$ cat config.mk
export PLATFORM = sky130hd
export DESIGN_NAME = pulse_saw_synth_cycle_irq
export DESIGN_NICKNAME = d
export VERILOG_FILES = /design/src/rtl/pss_pkg.sv /design/src/rtl/pss_core.sv /design/src/rtl/pulse_saw_synth_cycle_irq.sv
export SDC_FILE = /design/constraint.sdc
export NUM_CORES = 1
export LEC_CHECK = 0
export CORE_AREA = 2 2 182 140
export DETAILED_ROUTE_END_ITERATION = 10
export DIE_AREA = 0 0 184 142
export DONT_BUFFER_PORTS = 1
export SYNTH_ARGS = -nofsm -noshare
export SYNTH_HDL_FRONTEND = slang
export SYNTH_SLANG_ARGS = --single-unit
$ cat constraint.sdc
create_clock -name i_clk -period 7.2 [get_ports i_clk]
set_input_delay 0.72 -clock i_clk [delete_from_list [all_inputs] [get_ports i_clk]]
set_output_delay 0.72 -clock i_clk [all_outputs]
set_load 0.02 [all_outputs]
$ cat src/rtl/pss_pkg.sv
// ----------------------------------------------------------------------------
// pss_pkg: shared types and constants of the pulse/sawtooth synth
// Item and result structs, register decode keys and IRQ counter constants.
// ----------------------------------------------------------------------------
package pss_pkg;

    // item kinds
    localparam logic MODE_WRITE = 1'b0;
    localparam logic MODE_TICK  = 1'b1;

    // decode key: address nibble [15:12] then select lines one and zero
    localparam logic [5:0] KEY_P0_CTRL  = {4'h9, 2'd0};
    localparam logic [5:0] KEY_P0_LO    = {4'h9, 2'd1};
    localparam logic [5:0] KEY_P0_HI    = {4'h9, 2'd2};
    localparam logic [5:0] KEY_P1_CTRL  = {4'ha, 2'd0};
    localparam logic [5:0] KEY_P1_LO    = {4'ha, 2'd1};
    localparam logic [5:0] KEY_P1_HI    = {4'ha, 2'd2};
    localparam logic [5:0] KEY_SAW_RATE = {4'hb, 2'd0};
    localparam logic [5:0] KEY_SAW_LO   = {4'hb, 2'd1};
    localparam logic [5:0] KEY_SAW_HI   = {4'hb, 2'd2};
    localparam logic [5:0] KEY_IRQ_LAT  = {4'hf, 2'd0};
    localparam logic [5:0] KEY_IRQ_CTRL = {4'hf, 2'd1};
    localparam logic [5:0] KEY_IRQ_ACK  = {4'hf, 2'd2};

    // irq counter
    localparam logic signed [9:0] PRESCALE_STEP   = 10'sd3;
    localparam logic signed [9:0] PRESCALE_RELOAD = 10'sd341;
    localparam logic [7:0]        COUNT_MAX       = 8'hff;

    // sawtooth stage at which the accumulator restarts
    localparam logic [2:0] SAW_LAST_STAGE = 3'd7;

    // configuration register indexes
    localparam logic CFG_A0_BIT = 1'b0;
    localparam logic CFG_A1_BIT = 1'b1;
    localparam logic [2:0] CFG_A0_RESET = 3'd0;
    localparam logic [2:0] CFG_A1_RESET = 3'd1;

    typedef struct packed {
        logic        mode;
        logic [15:0] bus_address;
        logic [7:0]  write_data;
    } t_item;

    typedef struct packed {
        logic       irq_request;
        logic [5:0] audio_mix;
    } t_result;

endpackage

$ cat src/rtl/pss_core.sv
// ----------------------------------------------------------------------------
// pss_core: channel and irq state of the pulse/sawtooth synth
// Holds all synth state; applies one item per enabled cycle and presents
// the result seen after that item.
// ----------------------------------------------------------------------------
module pss_core (
    input  logic            i_clk,
    input  logic            i_rst_n,
    input  logic            i_en,
    input  pss_pkg::t_item  i_item,
    input  logic [2:0]      i_a0_bit,
    input  logic [2:0]      i_a1_bit,
    output pss_pkg::t_result o_result
);
    import pss_pkg::*;

    // pulse channel state
    logic        r_pu_duty_mode [2];
    logic [2:0]  r_pu_duty      [2];
    logic [3:0]  r_pu_volume    [2];
    logic        r_pu_enable    [2];
    logic [11:0] r_pu_period    [2];
    logic [11:0] r_pu_div       [2];
    logic [3:0]  r_pu_step      [2];
    logic [3:0]  r_pu_level     [2];
    logic        n_pu_duty_mode [2];
    logic [2:0]  n_pu_duty      [2];
    logic [3:0]  n_pu_volume    [2];
    logic        n_pu_enable    [2];
    logic [11:0] n_pu_period    [2];
    logic [11:0] n_pu_div       [2];
    logic [3:0]  n_pu_step      [2];
    logic [3:0]  n_pu_level     [2];
    logic [11:0] w_pu_dec       [2];
    logic [3:0]  w_pu_step_inc  [2];

    // sawtooth state
    logic [5:0]  r_saw_rate, n_saw_rate;
    logic        r_saw_enable, n_saw_enable;
    logic [11:0] r_saw_period, n_saw_period;
    logic [11:0] r_saw_div, n_saw_div;
    logic        r_saw_phase, n_saw_phase;
    logic [2:0]  r_saw_stage, n_saw_stage;
    logic [7:0]  r_saw_acc, n_saw_acc;
    logic [4:0]  r_saw_level, n_saw_level;
    logic [11:0] w_saw_dec;
    logic [2:0]  w_saw_stage_inc;

    // irq state
    logic [7:0]        r_irq_reload, n_irq_reload;
    logic              r_irq_cycle_mode, n_irq_cycle_mode;
    logic              r_irq_enabled, n_irq_enabled;
    logic              r_irq_ack_enable, n_irq_ack_enable;
    logic [7:0]        r_irq_count, n_irq_count;
    logic signed [9:0] r_irq_prescale, n_irq_prescale;
    logic              r_irq_asserted, n_irq_asserted;
    logic signed [9:0] w_pre_sub;
    logic              w_pre_wrap;
    logic              w_cnt_evt;

    // write decode
    logic [7:0] w_addr_lo;
    logic [5:0] w_key;
    logic [7:0] w_d;

    assign w_addr_lo = i_item.bus_address[7:0];
    assign w_key     = {i_item.bus_address[15:12], w_addr_lo[i_a1_bit], w_addr_lo[i_a0_bit]};
    assign w_d       = i_item.write_data;

    // per-channel divider arithmetic
    always_comb begin
        for (int c = 0; c < 2; c++) begin
            w_pu_dec[c]      = r_pu_div[c] - 12'd1;
            w_pu_step_inc[c] = r_pu_step[c] + 4'd1;
        end
    end
    assign w_saw_dec       = r_saw_div - 12'd1;
    assign w_saw_stage_inc = r_saw_stage + 3'd1;
    assign w_pre_sub       = r_irq_prescale - PRESCALE_STEP;
    assign w_pre_wrap      = (w_pre_sub <= 10'sd0);
    assign w_cnt_evt       = r_irq_enabled && (r_irq_cycle_mode || w_pre_wrap);

    // next state for one item
    always_comb begin
        n_pu_duty_mode   = r_pu_duty_mode;
        n_pu_duty        = r_pu_duty;
        n_pu_volume      = r_pu_volume;
        n_pu_enable      = r_pu_enable;
        n_pu_period      = r_pu_period;
        n_pu_div         = r_pu_div;
        n_pu_step        = r_pu_step;
        n_pu_level       = r_pu_level;
        n_saw_rate       = r_saw_rate;
        n_saw_enable     = r_saw_enable;
        n_saw_period     = r_saw_period;
        n_saw_div        = r_saw_div;
        n_saw_phase      = r_saw_phase;
        n_saw_stage      = r_saw_stage;
        n_saw_acc        = r_saw_acc;
        n_saw_level      = r_saw_level;
        n_irq_reload     = r_irq_reload;
        n_irq_cycle_mode = r_irq_cycle_mode;
        n_irq_enabled    = r_irq_enabled;
        n_irq_ack_enable = r_irq_ack_enable;
        n_irq_count      = r_irq_count;
        n_irq_prescale   = r_irq_prescale;
        n_irq_asserted   = r_irq_asserted;

        if (i_en && i_item.mode == MODE_WRITE && i_item.bus_address[15]) begin
            // bus write to a register
            unique case (w_key)
                KEY_P0_CTRL, KEY_P1_CTRL: begin
                    n_pu_volume[w_key[5:2] == 4'ha]    = w_d[3:0];
                    n_pu_duty[w_key[5:2] == 4'ha]      = w_d[6:4];
                    n_pu_duty_mode[w_key[5:2] == 4'ha] = w_d[7];
                end
                KEY_P0_LO, KEY_P1_LO: begin
                    n_pu_period[w_key[5:2] == 4'ha][7:0] = w_d;
                end
                KEY_P0_HI, KEY_P1_HI: begin
                    n_pu_period[w_key[5:2] == 4'ha][11:8] = w_d[3:0];
                    n_pu_enable[w_key[5:2] == 4'ha]       = w_d[7];
                end
                KEY_SAW_RATE: n_saw_rate = w_d[5:0];
                KEY_SAW_LO:   n_saw_period[7:0] = w_d;
                KEY_SAW_HI: begin
                    n_saw_period[11:8] = w_d[3:0];
                    n_saw_enable       = w_d[7];
                end
                KEY_IRQ_LAT: n_irq_reload = w_d;
                KEY_IRQ_CTRL: begin
                    n_irq_ack_enable = w_d[0];
                    n_irq_enabled    = w_d[1];
                    n_irq_cycle_mode = w_d[2];
                    if (w_d[1]) begin
                        n_irq_count    = r_irq_reload;
                        n_irq_prescale = PRESCALE_RELOAD;
                    end
                    n_irq_asserted = 1'b0;
                end
                KEY_IRQ_ACK: begin
                    n_irq_enabled  = r_irq_ack_enable;
                    n_irq_asserted = 1'b0;
                end
                default: ;
            endcase
        end else if (i_en && i_item.mode == MODE_TICK) begin
            // irq prescaler and counter
            if (r_irq_enabled && !r_irq_cycle_mode) begin
                n_irq_prescale = w_pre_wrap ? (w_pre_sub + PRESCALE_RELOAD) : w_pre_sub;
            end
            if (w_cnt_evt) begin
                if (r_irq_count == COUNT_MAX) begin
                    n_irq_count    = r_irq_reload;
                    n_irq_asserted = 1'b1;
                end else begin
                    n_irq_count = r_irq_count + 8'd1;
                end
            end

            // pulse channels
            for (int c = 0; c < 2; c++) begin
                if (w_pu_dec[c] == 12'd0) begin
                    n_pu_div[c]  = r_pu_period[c] + 12'd1;
                    n_pu_step[c] = w_pu_step_inc[c];
                    n_pu_level[c] = (r_pu_duty_mode[c] || w_pu_step_inc[c] > {1'b0, r_pu_duty[c]})
                                    ? r_pu_volume[c] : 4'd0;
                end else begin
                    n_pu_div[c] = w_pu_dec[c];
                end
                if (!r_pu_enable[c]) begin
                    n_pu_level[c] = 4'd0;
                end
            end

            // sawtooth: accumulate every second divider wrap
            if (w_saw_dec == 12'd0) begin
                n_saw_div   = r_saw_period + 12'd1;
                n_saw_phase = ~r_saw_phase;
                if (r_saw_phase) begin
                    if (w_saw_stage_inc == SAW_LAST_STAGE) begin
                        n_saw_stage = 3'd0;
                        n_saw_acc   = 8'd0;
                    end else begin
                        n_saw_stage = w_saw_stage_inc;
                        n_saw_acc   = r_saw_acc + {2'b00, r_saw_rate};
                    end
                end
            end else begin
                n_saw_div = w_saw_dec;
            end
            n_saw_level = r_saw_enable ? n_saw_acc[7:3] : 5'd0;
        end
    end

    // state registers
    always_ff @(posedge i_clk) begin
        if (!i_rst_n) begin
            for (int c = 0; c < 2; c++) begin
                r_pu_duty_mode[c] <= 1'b0;
                r_pu_duty[c]      <= 3'd0;
                r_pu_volume[c]    <= 4'd0;
                r_pu_enable[c]    <= 1'b0;
                r_pu_period[c]    <= 12'd0;
                r_pu_div[c]       <= 12'd1;
                r_pu_step[c]      <= 4'd0;
                r_pu_level[c]     <= 4'd0;
            end
            r_saw_rate       <= 6'd0;
            r_saw_enable     <= 1'b0;
            r_saw_period     <= 12'd0;
            r_saw_div        <= 12'd1;
            r_saw_phase      <= 1'b0;
            r_saw_stage      <= 3'd0;
            r_saw_acc        <= 8'd0;
            r_saw_level      <= 5'd0;
            r_irq_reload     <= 8'd0;
            r_irq_cycle_mode <= 1'b0;
            r_irq_enabled    <= 1'b0;
            r_irq_ack_enable <= 1'b0;
            r_irq_count      <= 8'd0;
            r_irq_prescale   <= 10'sd0;
            r_irq_asserted   <= 1'b0;
        end else begin
            r_pu_duty_mode   <= n_pu_duty_mode;
            r_pu_duty        <= n_pu_duty;
            r_pu_volume      <= n_pu_volume;
            r_pu_enable      <= n_pu_enable;
            r_pu_period      <= n_pu_period;
            r_pu_div         <= n_pu_div;
            r_pu_step        <= n_pu_step;
            r_pu_level       <= n_pu_level;
            r_saw_rate       <= n_saw_rate;
            r_saw_enable     <= n_saw_enable;
            r_saw_period     <= n_saw_period;
            r_saw_div        <= n_saw_div;
            r_saw_phase      <= n_saw_phase;
            r_saw_stage      <= n_saw_stage;
            r_saw_acc        <= n_saw_acc;
            r_saw_level      <= n_saw_level;
            r_irq_reload     <= n_irq_reload;
            r_irq_cycle_mode <= n_irq_cycle_mode;
            r_irq_enabled    <= n_irq_enabled;
            r_irq_ack_enable <= n_irq_ack_enable;
            r_irq_count      <= n_irq_count;
            r_irq_prescale   <= n_irq_prescale;
            r_irq_asserted   <= n_irq_asserted;
        end
    end

    // result after this item
    assign o_result.irq_request = n_irq_asserted;
    assign o_result.audio_mix   = {2'b00, n_pu_level[0]} + {2'b00, n_pu_level[1]}
                                + {1'b0, n_saw_level};

endmodule

$ cat src/rtl/pulse_saw_synth_cycle_irq.sv
// ----------------------------------------------------------------------------
// pulse_saw_synth_cycle_irq: two pulse channels, a sawtooth and a cycle irq
// Input register, combinational next-state update and output register.
// ----------------------------------------------------------------------------
// Usage
// Input channel: i_in_valid / o_in_stall carry one item (i_mode, i_bus_address,
// i_write_data). A write item (mode 0) at 0x8000 or above updates channel or
// irq registers; a tick item (mode 1) advances the irq counter and the three
// channels by one cpu cycle. Every item gives exactly one result item on
// o_out_valid / i_out_stall: the irq line and the channel level sum (0..61).
// Path: an accepted item waits in the input register; its result is loaded into
// the output register when the item moves on, which a receiver stall can hold.
// Throughput: one item per cycle while the receiver does not stall; the whole
// state update of each item is done between the input and output registers.
// Stall: while the receiver stalls a valid output item, that item holds and the
// input register keeps its item; o_in_stall rises only when the input register
// is full and cannot move on. APB writes set the address select bit positions
// (register 0 at address 0, register 1 at address 4); the user must make them
// only while the block is idle, which the block itself does not enforce.
// Reset: synchronous, active low; clears all channel and irq state, empties
// both registers and sets the select bits to 0 and 1.
// ----------------------------------------------------------------------------
module pulse_saw_synth_cycle_irq (
    input  logic        i_clk,
    input  logic        i_rst_n,
    // input items
    input  logic        i_in_valid,
    output logic        o_in_stall,
    input  logic        i_mode,
    input  logic [15:0] i_bus_address,
    input  logic [7:0]  i_write_data,
    // result items
    output logic        o_out_valid,
    input  logic        i_out_stall,
    output logic        o_irq_request,
    output logic [5:0]  o_audio_mix,
    // configuration
    input  logic        psel,
    input  logic        penable,
    input  logic        pwrite,
    input  logic [2:0]  paddr,
    input  logic [31:0] pwdata,
    output logic [31:0] prdata,
    output logic        pready
);
    import pss_pkg::*;

    logic [2:0] r_a0_bit;
    logic [2:0] r_a1_bit;
    logic       w_cfg_wr;

    logic       r_a_vld;
    t_item      r_a_item;
    logic       w_in_acc;
    logic       w_adv;
    logic       r_o_vld;
    t_result    r_o_res;
    t_result    w_res;

    // configuration registers
    assign pready   = 1'b1;
    assign w_cfg_wr = psel && penable && pwrite && pready;
    assign prdata   = {29'd0, (paddr[2] == CFG_A1_BIT) ? r_a1_bit : r_a0_bit};

    always_ff @(posedge i_clk) begin
        if (!i_rst_n) begin
            r_a0_bit <= CFG_A0_RESET;
            r_a1_bit <= CFG_A1_RESET;
        end else if (w_cfg_wr) begin
            if (paddr[2] == CFG_A0_BIT) begin
                r_a0_bit <= pwdata[2:0];
            end else begin
                r_a1_bit <= pwdata[2:0];
            end
        end
    end

    // handshake
    assign w_adv      = r_a_vld && (!r_o_vld || !i_out_stall);
    assign o_in_stall = r_a_vld && !w_adv;
    assign w_in_acc   = i_in_valid && !o_in_stall;

    // input register
    always_ff @(posedge i_clk) begin
        if (!i_rst_n) begin
            r_a_vld <= 1'b0;
        end else if (w_in_acc) begin
            r_a_vld <= 1'b1;
        end else if (w_adv) begin
            r_a_vld <= 1'b0;
        end
    end

    always_ff @(posedge i_clk) begin
        if (w_in_acc) begin
            r_a_item.mode        <= i_mode;
            r_a_item.bus_address <= i_bus_address;
            r_a_item.write_data  <= i_write_data;
        end
    end

    // synth state
    pss_core u_core (
        .i_clk    (i_clk),
        .i_rst_n  (i_rst_n),
        .i_en     (w_adv),
        .i_item   (r_a_item),
        .i_a0_bit (r_a0_bit),
        .i_a1_bit (r_a1_bit),
        .o_result (w_res)
    );

    // output register
    always_ff @(posedge i_clk) begin
        if (!i_rst_n) begin
            r_o_vld <= 1'b0;
        end else if (w_adv) begin
            r_o_vld <= 1'b1;
        end else if (!i_out_stall) begin
            r_o_vld <= 1'b0;
        end
    end

    always_ff @(posedge i_clk) begin
        if (w_adv) begin
            r_o_res <= w_res;
        end
    end

    assign o_out_valid   = r_o_vld;
    assign o_irq_request = r_o_res.irq_request;
    assign o_audio_mix   = r_o_res.audio_mix;

    // checks
    a_mix_range: assert property (@(posedge i_clk) disable iff (!i_rst_n)
        o_out_valid |-> (o_audio_mix <= 6'd61))
        else $error("audio mix above channel maximum");

    a_stall_full: assert property (@(posedge i_clk) disable iff (!i_rst_n)
        o_in_stall |-> (r_a_vld && r_o_vld && i_out_stall))
        else $error("input stalled without a blocked item");

    a_adv_out: assert property (@(posedge i_clk) disable iff (!i_rst_n)
        w_adv |=> o_out_valid)
        else $error("processed item did not reach the output register");

endmodule

# Word-level counts from Yosys, hierarchy flattened
# Cells that the tools add are included.
# Widths: inputs -> output; s select.
[totals] word_cells=200 out_inout_bits=42 inputBits=67 register_bits=200
[classes] n_reduce_logical=51 bitwise_logic=5 n_eq_ne=18 mux=62 n_addsub=15 magnitude_cmp=7
[ops] operator="$mux 8" n=12
[ops] operator="$eq 6x6->1 const B" n=12
[ops] operator="$mux 10" n=6
[ops] operator="$bwmux 24" n=2
[ops] operator="$mux 12" n=4
[ops] operator="$pmux 24 s2" n=1
[ops] operator="$add 12x1->12 const B" n=3
[ops] operator="$logic_not 12->1" n=3
[ops] operator="$sub 12x1->12 const B" n=3
[ops] operator="$mux 4" n=7
[ops] operator="$demux 12 s1" n=2
[ops] operator="$reduce_and 2->1" n=12
[ops] operator="$mux 5" n=3
[ops] operator="$mux 1" n=12
[ops] operator="$reduce_and 4->1" n=3
[ops] operator="$reduce_bool 2->1" n=6
[ops] operator="$logic_and 1x1->1" n=11
[ops] operator="$add 10x10->10 const B" n=1
[ops] operator="$le 10x1->1 const B" n=1
[ops] operator="$sub 10x3->10 const B" n=1
[ops] operator="$mux 3" n=3
[ops] operator="$reduce_and 3->1" n=3
[ops] operator="$add 4x1->4 const B" n=2
[ops] operator="$add 8x1->8 const B" n=1
[ops] operator="26 further kinds" n=44

# Logic depth before layout (Yosys ltp)
# Gate-level depths: netlist (run 1).
[depth] word_depth=10 ltp_mapped=22 mapped_depth_nobuf=20

# Modules after synthesis
# From an unflattened synthesis (run 1), not the netlist that was laid out.
[unflattened] hier_cells=1278 area_unflattened_um2=11151.9
[modules_own_cells] mod="pss_core" n_inst=1 seq_area_each_um2=3203.1 area_per_inst_um2=9598.0 cells_per_inst=1177
[modules_own_cells] mod="pulse_saw_synth_cycle_irq" n_inst=1 seq_area_each_um2=1121.1 area_per_inst_um2=1554.0 cells_per_inst=101

# Worst setup path before layout (run 1)
# Ideal clock, no wire load.
[synth_timing] path_type="register to register" from="register u_core.r_pu_div[0] in the netlist's numbering" to="register r_o_res, in the netlist o_audio_mix[5] (data pin)" setup_ns=0.257 path_stages_with_launch=20 arrival_time_ns=3.906 synth_period_minus_slack_ns=4.163 path_slack_ns=3.037 n_path_buf=0 required_ns=6.943 path_cell_list="dfxtp_1 inv_1 ha_1 or4b_1 nor3_1 nor3b_1 o211a_1 and3_1 a22o_1 a22o_1 ha_1 inv_1 fa_1 inv_1 ha_1 a21o_1 a21oi_1 nor2b_1 o21ai_0 nand2b_1"
[synth_lines] item="start, declared" line_no="pss_core.sv:23" text="logic [11:0] r_pu_div [2];"
[synth_lines] item="start signal, assigned" line_no="pss_core.sv:230" text="r_pu_div <= n_pu_div;"
[synth_lines] item="end signal, assigned" line_no="pulse_saw_synth_cycle_irq.sv:126" text="r_o_res <= w_res;"
[synth_lines] item="end, declared" line_no="pulse_saw_synth_cycle_irq.sv:57" text="t_result r_o_res;"

==> summary.txt, run 1 <==
Timing
  • Setup violators final: 0
  • Slew at the pin closest to its max-slew limit: between 1 and 1.5 ns
  • Fmax: between 200 and 250 MHz
  • Period utilization: 0.667
  • Slew Viols, Final: 0
  • Setup TNS: 0 ns
  • Post-route minimum period: around 4.8 ns
  • Final hold violation count: 0
  • Slew HR: 0.316
  • RSZ-0062 raised after global routing: no
  • Worst clock skew: roughly 0.016 ns

Clock network
  • Root Driver: clkbuf_16
  • Max Root-Sink Buffers: 2
  • Clock tree sinks: 196
  • Num CTS Buffers: 17
  • CTS Hold Bufs: 0
  • Worst-Skew Late Latency: roughly 0.44 ns
  • Clk slew on worst S/H paths: about 0.080 ns
  • Post-CTS sizing: 0
  • H-Tree Depth: 4
  • Setup Fix Bufs, Post-CTS: 0
  • CTS tree: done

Min path
  • Min-delay src: i_rst_n
  • Min-Delay Path Depth: 1
  • Worst hold path class: in -> reg

Finish
  • Post-route insts no fill: 1486
  • Share of layout cells above drive strength 1: 0.0554
  • Final instance area: approximately 11000 sq um
  • Post-Route Utilization: 0.460
  • Ant diodes: 0
  • Area growth, synth to finish: 6.39%
  • Fin nets: 1268

Pwr
  • Leak: about 4.8 nW
  • Power Density: between 200 and 250 nW/um^2
  • Worst VDD drop: slightly above 0.2 mV

Detailed routing
  • Initial drt markers: 520
  • DRC Markers: 0
  • Routed vias: between 8000 and 9000
  • Vias/cell: between 5 and 6
  • Drt pass-1 iters: 5
  • Routed WL per cell: around 16 um
  • Routed Antenna Nets: 0
  • Final WL: between 20 and 25 mm

Yosys
  • Mapped cell area: approximately 11000 sq um
  • Synth warnings: 0
  • Synth unique cells: 76
  • Top post-synthesis cells by area: dfxtp_1 (32%), mux2i_1 (8.1%), edfxtp_1 (8.0%)
  • Synth Area per Inst: roughly 8.8 sq um
  • Gate Count Post-Synth: roughly 1200
  • Area fraction of the dominant cell type after synthesis: 0.319
  • Synth Register Bits: 196
  • Post-synthesis async set-or-reset flop share: 0
  • Register area share after synthesis: 0.398
  • Synth top cells by count: dfxtp_1 (168), nor2_1 (164), nand2_1 (103), mux2i_1 (85), a21oi_1 (66)
  • Cell taking the most area after synthesis: dfxtp_1
  • EDFF count, synth: 28
  • Main synth FF type: dfxtp_1
  • Most common cell in the netlist: dfxtp_1

Critical path
  • Worst Setup Path Type: reg -> reg
  • Worst setup SP type: flop
  • CP startpoint: u_core.r_pu_div[0]
  • Reg-to-Reg End: o_audio_mix[5]
  • Reg2Reg Depth: 18
  • Critical Path Slowest Stage Cell: or4b_1
  • CP endpoint: o_audio_mix[5]
  • Crit path max-delay family: compound AO/OA/AOI/OAI gates
  • CP Cell Sequence: inv_1, ha_1, or4b_1, o41ai_1, o311a_1, nand2_1, a22o_1, a22o_1, ha_1, inv_1, fa_1, inv_1, ha_1, a21o_1, a21oi_1, nor2b_1, o21ai_0, nand2b_1
  • Crit-path max cell delay: around 0.53 ns
  • Worst EP required: between 7 and 8 ns
  • Worst R2R Setup Slack: 2.40 ns
  • Setup crit end kind: flop
  • Reg2reg start: u_core.r_pu_div[0]
  • CP bufs+invs: 3
  • Levels on crit path: 18
  • Critical Path Fanout Max: 16
  • Crit path DAT: roughly 5.0 ns

Floorplanning
  • Die Width: ~180 um
  • Initial Utilization: 0.433
  • Full die area: ~26000 sq um
  • # IOs: approximately 110
  • Core footprint: around 24000 sq um
  • Die Y: 142 um
  • # rows: 50

Placed design
  • DP Wirelength: approximately 16 mm
  • Cell Count Post-Placement: approximately 1500
  • Placer Congestion: about 0.84
  • # port buffers: 0
  • Post-Place Cell Area: roughly 11000 sq um

GRT
  • Global Route Usage Sum: 0.187
  • Largest net degree at the start of global routing: 79
  • Initial antenna violation count: 0
  • Vias in the first global route: between 7000 and 8000
  • Grt ovf: 0
  • First-pass GRT wire length: 38.9 mm

Job
  • Total of max-cap violations: 0

Status
  • Status: complete, no violations
registers in the layout, summed over array words and instances (netlist names), 10 cells and up:
name and count:
u_core.r_pu_period 24, u_core.r_irq_prescale 10, u_core.r_saw_div 12, r_a_item 21, u_core.r_saw_period 12, u_core.r_pu_div 24
worst min path at each step:
| stage | end |
|---|---|
| 6_report | r_a1_bit[0] |
| 5_1_grt | r_a1_bit[0] |
| 4_1_cts | r_a1_bit[0] |
| 3_5_place_dp | u_core.r_irq_ack_enable |
| 3_3_place_gp | u_core.r_irq_ack_enable |
| 2_1_floorplan | u_core.r_irq_ack_enable |
cells in the final DEF, fill, tap and decap left out, types with 30 or more instances in the layout:
| master | synthesis | final |
|---|---|---|
| dfxtp_1 | 168 | 168 |
| o21ai_0 | 53 | 53 |
| ha_1 | 37 | 37 |
| nand2_1 | 103 | 103 |
| mux2i_1 | 85 | 85 |
| nand3_1 | 44 | 44 |
| nor2_1 | 164 | 164 |
| conb_1 | 2 | 30 |
| a21oi_1 | 66 | 66 |
| xor2_1 | 37 | 37 |
| xnor2_1 | 39 | 39 |
power breakdown:
| part | switching (mW) | leakage [nW] | internal [mW] |
|---|---|---|---|
| logic | 0.147 | 2.89 | 0.0699 |
| registers | 0.0306 | 1.63 | 1.13 |
| clock network | 0.457 | 0.272 | 0.486 |
| total | 0.635 | 4.79 | 1.68 |
through the flow:
| step | worst slack, ns | power (mW) | hold slack, ns |
|---|---|---|---|
| 2_1_floorplan | 3.04 | 1.36 | 0.436 |
| 3_3_place_gp | 2.45 | 1.40 | 0.446 |
| 3_5_place_dp | 2.40 | 1.40 | 0.461 |
| 4_1_cts | 2.39 | 2.34 | 0.327 |
| 5_1_grt | 2.02 | 2.42 | 0.333 |
| 6_report | 2.40 | 2.32 | 0.353 |
metal layers:
metal,vias up,track usage,share of wire
met2,168,0.276,0.42
met3,23,0.0427,0.052
met5,-,0,0
li1,4114,-,-
met1,3861,0.274,0.51
met4,0,0.0514,0.013
final cells by class:
class | count | area (sq um)
Fill cell | 2339 | 13200
Multi-Input combinational cell | 911 | 5900
Sequential cell | 196 | 4200
Clock buffer | 17 | 425
Tap cell | 312 | 390
Clock inverter | 15 | 151
Inverter | 28 | 108
Timing Repair Buffer | 7 | 52.6
cell families after synthesis:
family          after synthesis  share of synthesized area
compound gates              231                      0.144
xor+xnor                     76                     0.0630
fa+ha+maj                    40                     0.0495
buf+inv                     115                     0.0532
flops                       196                      0.398
mux                          93                     0.0934
other cells                   2                   0.000711
simple gates                441                      0.198
No activity file was read; power rests on OpenSTA's default activity.
==> inputs of run 2 (changes only) <==
ABC_AREA = 1   (was unset)
CORE_AREA = 2 2 185 142   (was 2 2 182 140)
DIE_AREA = 0 0 187 144   (was 0 0 184 142)
clock period = 4.8 ns   (was 7.2 ns; I/O delays follow)
==> summary.txt, run 2 <==
Yosys
  • Top post-synthesis cells by area: dfxtp_1 (31%), nand2_1 (8.9%), edfxtp_1 (7.7%)
  • Synth unique cells: 54
  • Post-Synth XOR/XNOR Area: 0.0507
  • Synth top cells by count: nand2_1 (258), dfxtp_1 (168), a21oi_1 (164), inv_1 (154), o21ai_0 (154)
  • Fraction of the mapped netlist area in simple logic gates: 0.230
  • Mapped cell area: around 11000 sq um
  • Combinational family with the most area after synthesis: simple AND/OR/NAND/NOR gates
  • Post-synthesis compound-gate area fraction: 0.184
  • Register area share after synthesis: 0.385
  • Synth Area per Inst: roughly 7.4 sq um
  • Post-Synth Adder-Cell Area: 0.0479
  • Synth warnings: 0
  • Post-synthesis async set-or-reset flop share: 0
  • Main synth FF type: dfxtp_1
  • EDFF count, synth: 28
  • Multiplexer area fraction after synthesis: 0.00195
  • Area fraction of the dominant cell type after synthesis: 0.308
  • Most common cell in the netlist: nand2_1
  • Cell taking the most area after synthesis: dfxtp_1
  • Gate Count Post-Synth: between 1000 and 1500
  • Synth Register Bits: between 150 and 200

Critical path
  • Worst R2R Setup Slack: a little under 0.6 ns
  • Worst Setup Path Type: reg -> reg
  • Worst EP required: 5.00 ns
  • Critical Path Fanout Max: 6
  • Reg-to-Reg End: o_audio_mix[5]
  • Crit path DAT: 4.41 ns
  • Setup crit end kind: flop
  • CP startpoint: u_core.r_pu_div[12]
  • Reg2Reg Depth: 22
  • Worst setup SP type: flop
  • Reg2reg start: u_core.r_pu_div[12]

Timing
  • RSZ-0062 raised after global routing: no
  • Fmax: roughly 240 MHz
  • Worst hold slack: about 0.13 ns
  • Setup violators final: 0
  • Setup ws final: 0.585 ns
  • Setup TNS: 0 ns
  • Final hold violation count: 0
  • Worst clock skew: about 0.014 ns
  • Post-route minimum period: roughly 4.2 ns
  • Slew HR: 0.381
  • Slew Viols, Final: 0
  • Slew at the pin closest to its max-slew limit: around 0.93 ns
  • Period utilization: 0.878

Clock network
  • Max Root-Sink Buffers: 2
  • H-Tree Depth: 4
  • CTS tree: done
  • Clk slew on worst S/H paths: ~0.080 ns
  • Worst-Skew Late Latency: around 0.44 ns
  • CTS Hold Bufs: 0
  • Num CTS Buffers: 17
  • Setup Fix Bufs, Post-CTS: 0
  • Post-CTS sizing: 0
  • Root Driver: clkbuf_16
  • Clock tree sinks: approximately 200

Finish
  • Footprint of the multi-input gates: ~5700 sq um
  • Fillers: 2555
  • Leading cell type in the layout, fill and taps excluded: nand2_1
  • FF/Latch Area: 4200 sq um
  • Most frequent cells in the layout: nand2_1 (258), dfxtp_1 (168), a21oi_1 (164), o21ai_0 (154), inv_1 (153)
  • Share of layout cells above drive strength 1: 0.0903
  • Biggest regs: u_core.r_pu_div: 24 flops, u_core.r_pu_period: 24 flops, r_a_item: 21 flops
  • Area growth, synth to finish: 6.61%
  • Fin nets: roughly 1600
  • Post-Route Utilization: 0.460

GRT
  • Initial antenna violation count: 0
  • Grt ovf: 0
  • Vias in the first global route: between 8000 and 9000
  • Global Route Usage Sum: 0.190
  • Largest net degree at the start of global routing: ~120
  • First-pass GRT wire length: 41.4 mm

Detailed routing
  • Routed vias: slightly above 9000
  • DRC Markers: 0
  • Final WL: 25.0 mm
  • Initial drt markers: approximately 660
  • Routed WL per cell: around 14 um
  • Vias/cell: approximately 5
  • Routed Antenna Nets: 0
  • Drt pass-1 iters: 5

Floorplanning
  • Full die area: roughly 27000 sq um
  • Die Width: 187 um
  • # rows: a little over 50
  • Die Y: 144 um
  • Core footprint: 25300 sq um
  • # IOs: around 110
  • Initial Utilization: 0.431

Pwr
  • Leak: about 5.1 nW
  • Worst VDD drop: around 0.29 mV
  • Power Density: 310 nW/um^2
  • Power Total: 3.61 mW

Min path
  • Hold Path End: r_a_item[24]
  • Min-Delay Path Depth: 0
  • Min-delay src: i_mode
  • Worst hold path class: in -> reg

Placed design
  • # port buffers: 0
  • Placer Congestion: ~0.85
  • DP Wirelength: between 15 and 20 mm
  • Place WS: slightly above 0.6 ns

Job
  • Total of max-cap violations: 0

Status
  • Status: complete, no violations
[run 2: changes by cell type after synthesis, moves of 46 or more]
| cell | delta |
|---|---|
| a21oi_1 | +98 |
| inv_1 | +126 |
| mux2i_1 | -84 |
| nand2_1 | +155 |
| nor2_1 | -46 |
| o21ai_0 | +101 |
[run 2: worst max path at each step]
stage                     endpoint  slack [ns]
floorplan           o_audio_mix[5]        0.99
global placement    o_audio_mix[5]        0.71
detailed placement  o_audio_mix[5]        0.62
CTS                 o_audio_mix[5]        0.58
global route        o_audio_mix[5]        0.08
finish              o_audio_mix[5]        0.58
[run 2: report_power, final]
| part | internal, mW | switching [mW] | total [mW] |
|---|---|---|---|
| sequential | 1.70 | 0.0347 | 1.74 |
| clock | 0.695 | 0.699 | 1.39 |
| combinational | 0.137 | 0.339 | 0.476 |
[run 2: logic make-up after synthesis]
family / after synthesis
flops: 196
fa+ha+maj: 40
xor+xnor: 59
buf+inv: 247
other cells: 2
simple gates: 541
compound gates: 380
mux: 2
[run 2: worst max-delay path, cell delays in order (launching register included)]
cell and delay [ns]:
dfxtp_1 0.32, inv_1 0.17, ha_1 0.30, nand2_1 0.16
nor2_1 0.17, nand2_1 0.07, nand2_1 0.06, nand2_1 0.09
nor2_2 0.18, nand3_4 0.14, inv_1 0.19, o21ai_0 0.13
nand2_1 0.14, ha_1 0.18, inv_1 0.06, fa_1 0.41
xnor2_1 0.15, ha_1 0.33, a21oi_1 0.16, inv_1 0.05
a31oi_1 0.23, o21ai_0 0.12, a21o_1 0.16
[run 2: routing by layer]
layer	up-vias	GRT usage	wire length, um
met5	-	0	0
met2	175	0.290	10500
met4	0	0.0401	166
met3	12	0.0313	909
li1	4760	-	-
met1	4254	0.283	13400
[run 2: area by class of cell]
type,count,share of cell area
inverter,176,0.0568
sequential,196,0.361
antenna,1,0.000215
timing repair buffer,6,0.00387
tap,344,0.0369
multi-input combinational,1052,0.494
clock buffer,18,0.0377
clock inverter,14,0.00999
[run 2: through the flow]
stage,instances,area (sq um)
finish,1807,11600
CTS,1806,11600
floorplan,1495,11000
global route,1806,11600
detailed placement,1774,11100
global placement,1774,11100
==> inputs of run 3 (changes only) <==
CORE_AREA = 10 10 193 150   (was 2 2 185 142)
DIE_AREA = 0 0 203 160   (was 0 0 187 144)
==> summary.txt, run 3 (synthesized netlist as in run 2, its figures left out) <==
Status
  • Status: complete, no violations

Critical path
  • CP bufs+invs: 4
  • Crit-path max cell delay: about 0.40 ns
  • Setup crit end kind: flop
  • Reg2Reg Depth: 22
  • Reg-to-Reg End: o_audio_mix[5]
  • Worst EP required: about 5.0 ns
  • Most used cell, CP: nand2_1
  • Reg2reg start: u_core.r_pu_div[12]
  • Crit path DAT: between 4 and 5 ns
  • CP Cell Sequence: inv_1, ha_1, nand2_1, nor2_1, nand2_1, nand2_1, nand2_1, nor2_2, nand3_4, inv_1, o21ai_0, nand2_1, ha_1, inv_1, fa_1, xnor2_1, ha_1, a21oi_1, inv_1, a31oi_1, o21ai_0, a21o_1
  • Crit path max-delay family: adder cells
  • Critical Path Slowest Stage Cell: fa_1
  • Worst R2R Setup Slack: ~0.57 ns
  • Critical Path Fanout Max: 6
  • Worst setup SP type: flop
  • Worst Setup Path Type: reg -> reg

Timing
  • Worst clock skew: between 0.015 and 0.02 ns
  • Slew Viols, Final: 0
  • Final hold violation count: 0
  • RSZ-0062 raised after global routing: no
  • Setup ws final: approximately 0.57 ns
  • Slew at the pin closest to its max-slew limit: between 1 and 1.5 ns
  • Period utilization: 0.880
  • Slew HR: 0.242
  • Setup TNS: 0 ns
  • Setup violators final: 0
  • Fmax: between 200 and 250 MHz
  • Post-route minimum period: around 4.2 ns

Detailed routing
  • Drt pass-1 iters: 5
  • DRC Markers: 0
  • Vias/cell: 5.02
  • Routed vias: a little over 9000
  • Final WL: around 26 mm
  • Routed Antenna Nets: 0
  • Initial drt markers: 569
  • Routed WL per cell: ~14 um

Floorplanning
  • Die Y: 160 um
  • Initial Utilization: 0.431
  • Core footprint: ~25000 sq um
  • # rows: between 50 and 60
  • Die Width: ~200 um
  • Full die area: ~32000 sq um
  • # IOs: 109

Finish
  • Share of layout cells above drive strength 1: 0.0890
  • Biggest regs: u_core.r_pu_div: 24 flops, u_core.r_pu_period: 24 flops, r_a_item: 21 flops
  • Fin nets: around 1600
  • Ant diodes: 0
  • Most frequent cells in the layout: nand2_1 (258), dfxtp_1 (168), a21oi_1 (164), o21ai_0 (154), inv_1 (153)
  • Leading cell type in the layout, fill and taps excluded: nand2_1
  • Area growth, synth to finish: 6.74%

Pwr
  • Leak: ~5.1 nW
  • Combinational Power Share: 0.130
  • Sequential Power Share: 0.473
  • Clk network pwr share: 0.398
  • Power Density: ~320 nW/um^2
  • Switching portion of total power: 0.298
  • Psw: about 1.1 mW
  • Power Internal: ~2.6 mW
  • Worst VDD drop: roughly 0.26 mV

Clock network
  • Num CTS Buffers: 17
  • Clock tree sinks: between 150 and 200
  • Root Driver: clkbuf_16
  • Max Root-Sink Buffers: 2
  • CTS tree: done
  • Worst-Skew Late Latency: roughly 0.45 ns
  • Clk slew on worst S/H paths: roughly 0.090 ns
  • Setup Fix Bufs, Post-CTS: 0
  • CTS Hold Bufs: 0
  • Post-CTS sizing: 0
  • H-Tree Depth: 4

Job
  • Total of max-cap violations: 0

GRT
  • Initial antenna violation count: 0
  • Grt ovf: 0
  • Global Route Usage Sum: 0.159
  • First-pass GRT wire length: approximately 43 mm
  • Vias in the first global route: approximately 8400
  • Largest net degree at the start of global routing: 116

Placed design
  • DP Wirelength: between 15 and 20 mm
  • Place WS: ~0.65 ns
  • Placer Congestion: approximately 0.83
  • # port buffers: 0

Min path
  • Worst hold path class: in -> reg
  • Min-Delay Path Depth: 0
  • Hold Path End: r_a_item[22]
  • Min-delay src: i_bus_address[14]
run 3: cell count changes in the layout (fill, tap and decap cells not counted), sizes merged:
cell      delta
clkinvlp     +1
bufinv       +1
clkinv       -1
diode        -1
clkbuf       -1
buf          -2
run 3: routing by layer:
layer,global-route usage,vias to the layer above,part of all wire
li1,-,4749,-
met1,0.229,4140,0.52
met2,0.237,157,0.43
met3,0.0338,15,0.047
met4,0.0362,0,0.0080
met5,0,-,0
run 3: worst register-to-register path: cells and delay by family, from the launching register on:
family,cells,cell delay [ns]
xor+xnor,1,0.15
simple gates,8,1.06
compound gates,5,0.79
buf+inv,4,0.46
fa+ha+maj,4,1.21
flops,1,0.32
run 3: area by class of cell:
cell class,instances,area [sq um]
clock buffers,17,425
repair buffers,4,30.0
well taps,344,430
multi-input cells,1052,5750
inverters,176,662
clock inverters,15,163
fillers,2533,13700
flip-flops and latches,196,4200
run 3: worst max-delay path by stage:
stage	from	to	slack, ns	cells past startpoint
floorplan	i_out_stall	o_audio_mix[5]	0.99	21
global placement	u_core.r_pu_div[12]	o_audio_mix[5]	0.70	22
detailed placement	u_core.r_pu_div[12]	o_audio_mix[5]	0.65	22
CTS	u_core.r_pu_div[12]	o_audio_mix[5]	0.62	22
global route	u_core.r_pu_div[12]	o_audio_mix[5]	0.23	22
finish	u_core.r_pu_div[12]	o_audio_mix[5]	0.57	22
run 3: power by group through the flow:
stage | combinational [mW] | sequential (mW) | clock (mW)
2_1_floorplan | 0.406 | 1.77 | 0
3_3_place_gp | 0.465 | 1.77 | 0
3_5_place_dp | 0.472 | 1.77 | 0
4_1_cts | 0.474 | 1.74 | 1.50
5_1_grt | 0.540 | 1.74 | 1.57
6_report | 0.477 | 1.74 | 1.46
run 3: stage by stage:
stage          cells  cell area (sq um)  utilization  hold WS, ns  total power, mW
6_report        1804              11700        0.460        0.122             3.67
5_1_grt         1804              11700        0.460        0.100             3.85
4_1_cts         1804              11700        0.460        0.109             3.71
3_5_place_dp    1772              11100        0.437        0.437             2.25
3_3_place_gp    1772              11100        0.437        0.434             2.24
2_1_floorplan   1495              11000            -        0.424             2.17
